$ cat config.mk
export PLATFORM = sky130hd
export DESIGN_NAME = scan_wall_follow_pd
export DESIGN_NICKNAME = d
export VERILOG_FILES = /design/src/hdl/swf_pkg.sv /design/src/hdl/scan_wall_follow_pd.sv /design/src/hdl/swf_queue.sv /design/src/hdl/swf_front.sv /design/src/hdl/swf_back.sv
export SDC_FILE = /design/constraint.sdc
export NUM_CORES = 2
export LEC_CHECK = 0
export CAP_MARGIN = 20
export CORE_MARGIN = 8
export CORE_UTILIZATION = 45
export DETAILED_ROUTE_END_ITERATION = 8
export DONT_BUFFER_PORTS = 1
export PLACE_DENSITY_LB_ADDON = 0.1
export REMOVE_ABC_BUFFERS = 1
export SKIP_LAST_GASP = 1
export SYNTH_ARGS = -nofsm -noshare
export SYNTH_HDL_FRONTEND = slang
export SYNTH_SLANG_ARGS = --single-unit
$ cat constraint.sdc
create_clock -name clk -period 20.5 [get_ports clk]
set_clock_uncertainty 0.05 [all_clocks]
set_input_delay 4.1 -clock clk [delete_from_list [all_inputs] [get_ports clk]]
set_output_delay 4.1 -clock clk [all_outputs]
set_load 0.01 [all_outputs]
$ cat src/hdl/swf_pkg.sv
// shared constants and types for the scan wall-follow pd controller
package swf_pkg;

  localparam int MaxScanDefault = 4096;
  localparam int HalfPiQ20 = 1647099;
  localparam int QueueDepth = 4;

  localparam logic [2:0] RegWallDistance = 3'd0;
  localparam logic [2:0] RegMaxSpeed = 3'd1;
  localparam logic [2:0] RegPropGain = 3'd2;
  localparam logic [2:0] RegDerivGain = 3'd3;
  localparam logic [2:0] RegAngleStep = 3'd4;
  localparam logic [2:0] RegScanLength = 3'd5;

  typedef struct packed {
    logic [15:0] wall_distance;
    logic [15:0] max_speed;
    logic [15:0] kp;
    logic [15:0] kd;
    logic [19:0] angle_step;
  } cfg_t;

endpackage

$ cat src/hdl/scan_wall_follow_pd.sv
// top level of the scan wall-follow pd controller: register file and front/back split
//
//   channel | signals                                     | moves
//   in      | in_valid, in_stall, range_sample            | one range sample per request
//   out     | out_valid, out_stall, angular_rate, lin.spd | one drive command per scan
//   config  | psel, penable, pwrite, paddr, pwdata, ...   | register writes and reads
//
// one sample is taken every cycle while in_stall is low; the scan counter and running minimum
// close each item. a command reaches the output register from the last sample of its scan
// through a four-entry queue and three math stages.
// rst is synchronous; it clears counters, queue and valids and loads register defaults.
// in_stall rises only when four finished scans are queued behind a stalled output.
module scan_wall_follow_pd import swf_pkg::*; #(
  parameter int MAX_SCAN = MaxScanDefault
) (
  input  logic               clk,
  input  logic               rst,
  input  logic               in_valid,
  output logic               in_stall,
  input  logic [15:0]        range_sample,
  output logic               out_valid,
  input  logic               out_stall,
  output logic signed [15:0] angular_rate,
  output logic [15:0]        linear_speed,
  input  logic               psel,
  input  logic               penable,
  input  logic               pwrite,
  input  logic [4:0]         paddr,
  input  logic [31:0]        pwdata,
  output logic [31:0]        prdata,
  output logic               pready
);

  localparam int IW = $clog2(MAX_SCAN);
  localparam int LW = $clog2(MAX_SCAN + 1);
  localparam int JW = 32 + IW + LW - 1;

  cfg_t          cfg;
  logic [12:0]   scan_length;
  logic          wr_en;
  logic          q_full;
  logic          q_empty;
  logic          q_push;
  logic          q_pop;
  logic [JW-1:0] q_din;
  logic [JW-1:0] q_dout;

  assign pready = 1'b1;
  assign wr_en = psel & penable & pwrite & pready;

  always_ff @(posedge clk) begin
    if (rst) begin
      cfg.wall_distance <= 16'd512;
      cfg.max_speed <= 16'd51;
      cfg.kp <= 16'd2560;
      cfg.kd <= 16'd1280;
      cfg.angle_step <= 20'd18304;
      scan_length <= 13'd1024;
    end else if (wr_en) begin
      case (paddr[4:2])
        RegWallDistance: cfg.wall_distance <= pwdata[15:0];
        RegMaxSpeed:     cfg.max_speed <= pwdata[15:0];
        RegPropGain:     cfg.kp <= pwdata[15:0];
        RegDerivGain:    cfg.kd <= pwdata[15:0];
        RegAngleStep:    cfg.angle_step <= pwdata[19:0];
        RegScanLength:   scan_length <= pwdata[12:0];
        default: ;
      endcase
    end
  end

  always_comb begin
    case (paddr[4:2])
      RegWallDistance: prdata = {16'd0, cfg.wall_distance};
      RegMaxSpeed:     prdata = {16'd0, cfg.max_speed};
      RegPropGain:     prdata = {16'd0, cfg.kp};
      RegDerivGain:    prdata = {16'd0, cfg.kd};
      RegAngleStep:    prdata = {12'd0, cfg.angle_step};
      RegScanLength:   prdata = {19'd0, scan_length};
      default:         prdata = 32'd0;
    endcase
  end

  swf_front #(.MAX_SCAN(MAX_SCAN), .IW(IW), .LW(LW), .JW(JW)) u_front (
    .clk          (clk),
    .rst          (rst),
    .scan_length  (scan_length),
    .in_valid     (in_valid),
    .range_sample (range_sample),
    .in_stall     (in_stall),
    .full         (q_full),
    .push         (q_push),
    .job          (q_din)
  );

  swf_queue #(.W(JW)) u_queue (
    .clk   (clk),
    .rst   (rst),
    .push  (q_push),
    .din   (q_din),
    .pop   (q_pop),
    .dout  (q_dout),
    .full  (q_full),
    .empty (q_empty)
  );

  swf_back #(.MAX_SCAN(MAX_SCAN), .IW(IW), .LW(LW), .JW(JW)) u_back (
    .clk          (clk),
    .rst          (rst),
    .cfg          (cfg),
    .job_valid    (~q_empty),
    .job          (q_dout),
    .pop          (q_pop),
    .out_valid    (out_valid),
    .out_stall    (out_stall),
    .angular_rate (angular_rate),
    .linear_speed (linear_speed)
  );

endmodule

$ cat src/hdl/swf_queue.sv
// short fifo carrying finished scan summaries from front to back
module swf_queue import swf_pkg::*; #(
  parameter int W = 8
) (
  input  logic         clk,
  input  logic         rst,
  input  logic         push,
  input  logic [W-1:0] din,
  input  logic         pop,
  output logic [W-1:0] dout,
  output logic         full,
  output logic         empty
);

  localparam int PW = $clog2(QueueDepth);
  localparam int CW = $clog2(QueueDepth + 1);

  logic [W-1:0]  entries [QueueDepth];
  logic [PW-1:0] wptr;
  logic [PW-1:0] rptr;
  logic [CW-1:0] count;
  logic          do_push;
  logic          do_pop;

  assign full = (count == CW'(QueueDepth));
  assign empty = (count == '0);
  assign do_push = push & ~full;
  assign do_pop = pop & ~empty;
  assign dout = entries[rptr];

  always_ff @(posedge clk) begin
    if (do_push) begin
      entries[wptr] <= din;
    end
  end

  always_ff @(posedge clk) begin
    if (rst) begin
      wptr <= '0;
      rptr <= '0;
      count <= '0;
    end else begin
      if (do_push) wptr <= wptr + PW'(1);
      if (do_pop) rptr <= rptr + PW'(1);
      if (do_push & ~do_pop) count <= count + CW'(1);
      else if (do_pop & ~do_push) count <= count - CW'(1);
    end
  end

endmodule

$ cat src/hdl/swf_front.sv
// front end: takes range samples, tracks nearest range over the first half and front range, closes each scan
module swf_front import swf_pkg::*; #(
  parameter int MAX_SCAN = MaxScanDefault,
  parameter int IW = $clog2(MAX_SCAN),
  parameter int LW = $clog2(MAX_SCAN + 1),
  parameter int JW = 32 + IW + LW - 1
) (
  input  logic          clk,
  input  logic          rst,
  input  logic [12:0]   scan_length,
  input  logic          in_valid,
  input  logic [15:0]   range_sample,
  output logic          in_stall,
  input  logic          full,
  output logic          push,
  output logic [JW-1:0] job
);

  logic [IW-1:0] sample_index;
  logic [15:0]   nearest_range;
  logic [IW-1:0] nearest_index;
  logic [15:0]   front_range;
  logic [15:0]   nearest_range_next;
  logic [IW-1:0] nearest_index_next;
  logic [15:0]   front_range_next;
  logic [31:0]   len_w;
  logic [LW-1:0] len;
  logic [LW-2:0] half;
  logic          accept;
  logic          last;

  // clamp the configured length into the supported span
  always_comb begin
    if (scan_length < 13'd2) len_w = 32'd2;
    else if ({19'd0, scan_length} > 32'(MAX_SCAN)) len_w = 32'(MAX_SCAN);
    else len_w = {19'd0, scan_length};
  end

  assign len = len_w[LW-1:0];
  assign half = len[LW-1:1];
  assign accept = in_valid & ~full;
  assign in_stall = full;
  // length may shrink mid scan, so anything at or past the end closes it
  assign last = LW'(sample_index) >= (len - LW'(1));
  assign push = accept & last;

  always_comb begin
    nearest_range_next = nearest_range;
    nearest_index_next = nearest_index;
    front_range_next = front_range;
    if (sample_index == '0) begin
      nearest_range_next = range_sample;
      nearest_index_next = '0;
    end else if ((LW'(sample_index) < LW'(half)) && (range_sample < nearest_range)) begin
      nearest_range_next = range_sample;
      nearest_index_next = sample_index;
    end
    if (LW'(sample_index) == LW'(half)) front_range_next = range_sample;
  end

  assign job = {front_range_next, nearest_range_next, nearest_index_next, half};

  always_ff @(posedge clk) begin
    if (rst) begin
      sample_index <= '0;
      nearest_range <= '0;
      nearest_index <= '0;
      front_range <= '0;
    end else if (accept) begin
      nearest_range <= nearest_range_next;
      nearest_index <= nearest_index_next;
      front_range <= front_range_next;
      if (last) sample_index <= '0;
      else sample_index <= sample_index + IW'(1);
    end
  end

endmodule

$ cat src/hdl/swf_back.sv
// back end: pd steering math over three stages plus an output register
module swf_back import swf_pkg::*; #(
  parameter int MAX_SCAN = MaxScanDefault,
  parameter int IW = $clog2(MAX_SCAN),
  parameter int LW = $clog2(MAX_SCAN + 1),
  parameter int JW = 32 + IW + LW - 1
) (
  input  logic               clk,
  input  logic               rst,
  input  cfg_t               cfg,
  input  logic               job_valid,
  input  logic [JW-1:0]      job,
  output logic               pop,
  output logic               out_valid,
  input  logic               out_stall,
  output logic signed [15:0] angular_rate,
  output logic [15:0]        linear_speed
);

  localparam int DW = LW + 1;
  localparam int AW = DW + 21;
  localparam int SW = ((AW > 38) ? AW : 38) + 2;
  localparam logic signed [SW-1:0] HalfPi = SW'(HalfPiQ20);
  localparam logic signed [SW-1:0] RoundBias = SW'(128);
  localparam logic signed [SW-9:0] SatHi = (SW-8)'(32767);
  localparam logic signed [SW-9:0] SatLo = -(SW-8)'(32768);

  logic [15:0]   job_front;
  logic [15:0]   job_nearest;
  logic [IW-1:0] job_index;
  logic [LW-2:0] job_half;

  logic                  adv;
  logic signed [16:0]    previous_error;
  logic signed [16:0]    err_c;
  logic signed [17:0]    der_c;

  logic                  v1;
  logic signed [16:0]    err1;
  logic signed [17:0]    der1;
  logic signed [DW-1:0]  diff1;
  logic                  fok1;

  logic                  v2;
  logic signed [33:0]    p2;
  logic signed [34:0]    d2;
  logic signed [AW-1:0]  a2;
  logic                  fok2;

  logic                  v3;
  logic signed [SW-1:0]  sum3;
  logic                  fok3;

  logic signed [SW-1:0]  rounded;
  logic signed [SW-9:0]  q;
  logic signed [15:0]    q_sat;

  assign {job_front, job_nearest, job_index, job_half} = job;

  // whole pipe freezes only while a finished command waits
  assign adv = ~out_valid | ~out_stall;
  assign pop = adv & job_valid;

  assign err_c = $signed({1'b0, job_nearest}) - $signed({1'b0, cfg.wall_distance});
  assign der_c = {err_c[16], err_c} - {previous_error[16], previous_error};

  always_ff @(posedge clk) begin
    if (rst) begin
      previous_error <= '0;
    end else if (pop) begin
      previous_error <= err_c;
    end
  end

  always_ff @(posedge clk) begin
    if (adv) begin
      err1 <= err_c;
      der1 <= der_c;
      diff1 <= $signed(DW'(job_index)) - $signed(DW'(job_half));
      fok1 <= ~(job_front < cfg.wall_distance);
      p2 <= $signed({1'b0, cfg.kp}) * err1;
      d2 <= $signed({1'b0, cfg.kd}) * der1;
      a2 <= diff1 * $signed({1'b0, cfg.angle_step});
      fok2 <= fok1;
      sum3 <= SW'(a2) + HalfPi - ((SW'(p2) + SW'(d2)) <<< 2);
      fok3 <= fok2;
      angular_rate <= q_sat;
      linear_speed <= fok3 ? cfg.max_speed : 16'd0;
    end
  end

  // round to nearest with ties upward, then clip to 16 bits
  assign rounded = (sum3 + RoundBias) >>> 8;
  assign q = rounded[SW-9:0];

  always_comb begin
    if (q > SatHi) q_sat = 16'sd32767;
    else if (q < SatLo) q_sat = -16'sd32768;
    else q_sat = q[15:0];
  end

  always_ff @(posedge clk) begin
    if (rst) begin
      v1 <= 1'b0;
      v2 <= 1'b0;
      v3 <= 1'b0;
      out_valid <= 1'b0;
    end else if (adv) begin
      v1 <= pop;
      v2 <= v1;
      v3 <= v2;
      out_valid <= v3;
    end
  end

endmodule
-- Word-level counts from Yosys, hierarchy flattened
Memories as Yosys holds them, arrays and structs flattened. A register that Yosys moved wholly into a read port is not among the register bits.
Index checks and enable logic that the tools add are counted.
- bits in registers: 408
- memories kept: 1
- bits in writable memories: 224
- output and inout port bits: 67
- memories (memory ; depth ; bits a word ; rd ports ; clocked after Yosys merged registers in ; wr ports ; RTL line ; RTL):
    u_queue.entries ; 4 ; 56 ; 1 ; 1 ; 1 ; swf_queue.sv:18 ; logic [W-1:0] entries [QueueDepth];
- eq/ne operators: 7
- multiply operators: 3
- $add $sub $neg: 13
- bitwise logic cells: 17
- multiplexer cells: 16
- reduce and logical (&&, ||, !) cells: 11
- order comparisons: 8
- operators with widths (cell ; number):
    $pmux W20 S6 ; 1
    $mux W16 ; 4
    $add A40 B9 Y40 const B ; 1
    $sub A40 B40 Y40 ; 1
    $add A34 B35 Y36 ; 1
    $add A35 B22 Y36 const B ; 1
    $mux W12 ; 3
    $mul A17 B18 Y35 ; 1
    $mul A13 B21 Y34 ; 1
    $mul A17 B17 Y34 ; 1
    $gt A32 B16 Y1 const B ; 1
    $lt A16 B16 Y1 ; 2
    $lt A32 B16 Y1 const B ; 1
    $mux W13 ; 2
    $sub A17 B17 Y18 ; 1
    $sub A16 B16 Y17 ; 1
    $ge A12 B13 Y1 ; 1
    $gt A13 B13 Y1 const B ; 1
    $lt A13 B2 Y1 const B ; 1
    $sub A12 B12 Y13 ; 1
    $sub A13 B1 Y13 const B ; 1
    $add A12 B1 Y12 const B ; 1
    $eq A12 B12 Y1 ; 1
    $logic_not A12 Y1 ; 1
    other kinds (17) ; 44

-- Longest topological paths before layout
- word-level depth: 11
- mapped depth: 26
- mapped depth without buffers: 24

-- By module
Synthesis repeated with hierarchy kept, for this count alone.
- cell total of the unflattened synthesis: 5911
- area total of the unflattened synthesis: 60767.0 um2
- modules (own cells, without submodules) (module ; instances ; area an instance (um2) ; sequential area each (um2) ; cells an instance):
    swf_back ; 1 ; 43127.6 ; 6996.7 ; 4592
    swf_queue ; 1 ; 8578.2 ; 6906.6 ; 340
    scan_wall_follow_pd ; 1 ; 4805.9 ; 1941.9 ; 474
    swf_front ; 1 ; 4255.3 ; 1121.1 ; 505

-- Worst setup path before layout
OpenSTA, ideal clock, no wires.
- kind: input to register
- start: input out_stall
- end: register u_queue.count[2]
- setup slack: 9.349 ns
- required time: 20.380 ns
- buffers on the path: 3
- stages on the path: 12
- arrival: 11.031 ns
- cells stage by stage: nand2_1 o31a_1 clkbuf_1 inv_1 clkbuf_1 clkbuf_1 ha_1 inv_1 fa_1 xor2_1 or3_1 a21oi_1
- cells in the longest elaborated chain, start to end: 7
- ends and longest elaborated chain (element ; RTL line ; RTL):
    start: declaration ; scan_wall_follow_pd.sv:22 ; input logic out_stall,
    $not A1 Y1 (*) ; swf_back.sv:61 ; assign adv = ~out_valid | ~out_stall;
    $or A1 B1 Y1 (*) ; swf_back.sv:61 ;
    $and A1 B1 Y1 (*) ; swf_back.sv:62 ; assign pop = adv & job_valid;
    $and A1 B1 Y1 (*) ; swf_queue.sv:28 ; assign do_pop = pop & ~empty;
    $not A1 Y1 ; swf_queue.sv:45 ; if (do_push & ~do_pop) count <= count + CW'(1);
    $and A1 B1 Y1 ; swf_queue.sv:45 ;
    $mux W3 / $reduce_bool A2 Y1 (equally long branches) ; -- ;
    end signal: assignment ; swf_queue.sv:45 ;
    end signal: assignment ; swf_queue.sv:46 ; else if (do_pop & ~do_push) count <= count - CW'(1);
    end: declaration ; swf_queue.sv:21 ; logic [CW-1:0] count;
Mark *: on every way between the ends. The rest lies on a longest branch, timed or not.
A chain may end at the register's enable or synchronous reset.

-- Final worst setup path
- start: input paddr[4]
- end: output prdata[15]
- cells in the longest elaborated chain, start to end: 2
- ends and longest elaborated chain (element ; RTL line ; RTL):
    start: declaration ; scan_wall_follow_pd.sv:28 ; input logic [4:0] paddr,
    $eq A3 B3 Y1, or another cell as far along ; scan_wall_follow_pd.sv:73 ; case (paddr[4:2])
    $pmux W20 S6 (*) ; scan_wall_follow_pd.sv:73 ;
    end: declaration ; scan_wall_follow_pd.sv:30 ; output logic [31:0] prdata,
Marked as above.

==> impl_metrics.yaml <==
cells_and_area:
  nets: 7122
  drive_above_1_share_pct: 5.19
  synthToLayoutAreaGrowth_pct: 6.93
  n_antenna_cell: 0
  stdcell_count: 7681
sta:
  slew_viol_final: 0
  fmax_mhz: 102
  finalSetupTns_ns: 0
  relSlewSlack_pct: 24.0
  tightest_slew_ns: 1.14
  setup_violations: 0
  fin_crit_sh_pct: 47.9
  rsz0062_at_grt: "false"
  finalHoldViolCount: 0
  min_period_ns: 9.81
synthesis:
  synth_edf_count: 443
  synthTopCellsByCount: "inv_1, nand2_1, fa_1"
  synth.top_cell.area_share_pct: 23.6
  syn_inst: 5984
  synth.most_common_cell: "inv_1"
  synth_area_leaders: "fa_1, edfxtp_1, ha_1"
  synthesis.area_um2: 59900
  synth-seq-cells: 626
  synth_warnings: 0
  ys.flop_type: "edfxtp_1"
  synth_largest_area_cell: "fa_1"
  yosysUniqueCellTypes: 97
  yosysSeqAreaShare_pct: 28.3
  async_flop_share_pct: 0
  syn_area_per_cell_um2: 10.0
clock_tree:
  cts_tree: "yes"
  cts_setup_buffers: 0
  cts.hold.buffers_added: 0
  cts_buffer_depth: 3
  cts-htree-levels: 3
  insertion_delay_ns: 0.69
  cts_buffers: 74
  path_clk_slew_ns: 0.06
  cts_root_buffer: "clkbuf_16"
  cts_resized: 0
  cts_sinks: 626
critical_path:
  cp_slowest_cell: "nor2b_1"
  cpPeakStageDelay_ns: 0.80
  reg2reg_depth: 23
  rrSetupSlack_ns: 12.65
  cp_cell_sequence: "nor2b_1, a22oi_1, o22ai_1"
  crit_required_ns: 16.35
  end_kind: "output port"
  criticalPathCategory: "input port to output port"
  crit_arrival_ns: 5.66
  path_max_fanout: 29
  startpoint_type: "input port"
  r2r_start: "cfg[22]"
  r2r_end: "u_back.d2[34]"
floorplan:
  die_width_um: 381
  start_util_pct: 45.1
  fp.dieH_um: 381
  pin_count: 127
  die_area_um2: 145000
  rows: 134
  core-area_um2: 133000
global_route:
  grt_use_met2_pct: 34.3
  grtUsageTotal_pct: 20.7
  overflow: 0
  grt_pass1_vias: 41711
  grt_util_met3_pct: 3.29
  top_usage_layer: "met2"
  grt_antenna_before_repair: 0
  grt_max_degree: 177
  met1_usage_pct: 28.6
  grt_pass1_wl_um: 240000
hold_path:
  hold_class: "flop to flop"
  whs_endpoint: "u_back.fok2"
  hold_depth: 0
  min_from: "u_back.fok1"
drt:
  detail_route.wl_per_cell_um: 19.7
  firstDrtPassIters: 6
  drt_wl_total_um: 151000
  first_iter_violations: 2374
  drcViolationCount: 0
  routed_via_density: 5.29
  vias: 40602
  ant_nets: 0
status:
  status: "finished, final reports clean"
placement:
  place.gp.congestion: 0.829
  hpwlAfterDp_um: 116000
  io_buffers: 0
  placed_cells: 7541
job:
  drv_cap: 0
## how the worst max path moves through the flow
| stage | startpoint | end | slack, ns | cells past startpoint |
|---|---|---|---|---|
| 6_report | paddr[4] | prdata[15] | 10.69 | 3 |
| 5_1_grt | paddr[4] | prdata[15] | 10.59 | 3 |
| 4_1_cts | paddr[4] | prdata[15] | 10.65 | 3 |
| 3_5_place_dp | paddr[4] | prdata[15] | 10.65 | 3 |
| 3_3_place_gp | paddr[4] | prdata[15] | 10.65 | 3 |
| 2_1_floorplan | out_stall | u_queue.count[2] | 9.36 | 9 |
## flip-flops by register name, indices dropped and copies added, names as in the netlist, 16 cells and up, named ones only
name                   cells
cfg                       84
u_back.a2                 34
u_back.angular_rate       16
u_back.d2                 35
u_back.der1               18
u_back.err1               17
u_back.linear_speed       16
u_back.p2                 34
u_back.previous_error     17
u_back.sum3               33
u_front.front_range       16
u_front.nearest_range     16
u_queue.entries          224
## kinds of logic after synthesis
logic type | count (synthesis) | synth area share (%)
mux | 134 | 3.64
flops | 626 | 28.3
buf+inv | 1239 | 7.89
other cells | 2 | 0.0125
simple gates | 1795 | 14.6
compound gates | 734 | 7.83
fa+ha+maj | 1211 | 34.2
xor+xnor | 243 | 3.56
## worst max-delay path: cells and delay by family
kind,cells,cell delay (ns)
and+or+nand+nor,1,0.80
AOI/OAI and AO/OA,2,0.75
## through the flow
stage	hold slack, ns	utilization, %	instance area [µm²]	setup slack, ns
finish	0.384	48.2	64000	10.69
global route	0.396	48.2	64000	10.59
CTS	0.377	48.2	64000	10.65
detailed placement	0.356	46.3	61500	10.65
global placement	0.355	46.3	61500	10.65
floorplan	0.350	-	58800	9.36
## layer usage
layer	part of all wire (%)	wire length, µm
met5	0	0
met4	2.1	3190
met3	5.3	8000
met2	47	71200
met1	45	68700
## final cells by class
class	instances	area, µm²
fillers	12521	68800
multi-input cells	4130	38300
flip-flops and latches	626	17000
inverters	967	3630
well taps	1768	2210
clock buffers	84	1910
clock inverters	54	592
repair buffers	52	414
## cell usage in the layout, fill, tap and decap left out, types with 15 or more instances in the layout
cell type	synthesis	layout
fa_1	705	705
nor4b_1	17	17
nand2_1	783	782
or3_1	20	20
a311o_1	15	15
o21bai_1	26	26
o21a_1	26	26
a21boi_0	15	15
and3_1	51	51
clkinv_2	0	15
nand3_1	75	75
nand4_1	36	36
nand2b_1	48	48
edfxtp_1	443	443
nor2_1	201	201
o21ai_1	22	22
clkbuf_16	0	74
a21oi_1	258	258
nor3_1	69	67
a31oi_1	17	17
buf_4	14	50
and2_1	386	382
mux2_2	17	17
mux2i_1	51	51
o21ai_0	117	117
ha_1	506	506
inv_1	964	964
nor2b_1	58	57
dfxtp_1	183	181
xor2_1	82	82
a211oi_1	17	17
mux4_2	65	65
o22ai_1	19	19
a21o_1	91	91
xnor2_1	161	161
Power is left out: the tool's default activity adds up to more than one toggle a clock period on the data nets, which glitch-free logic cannot reach.
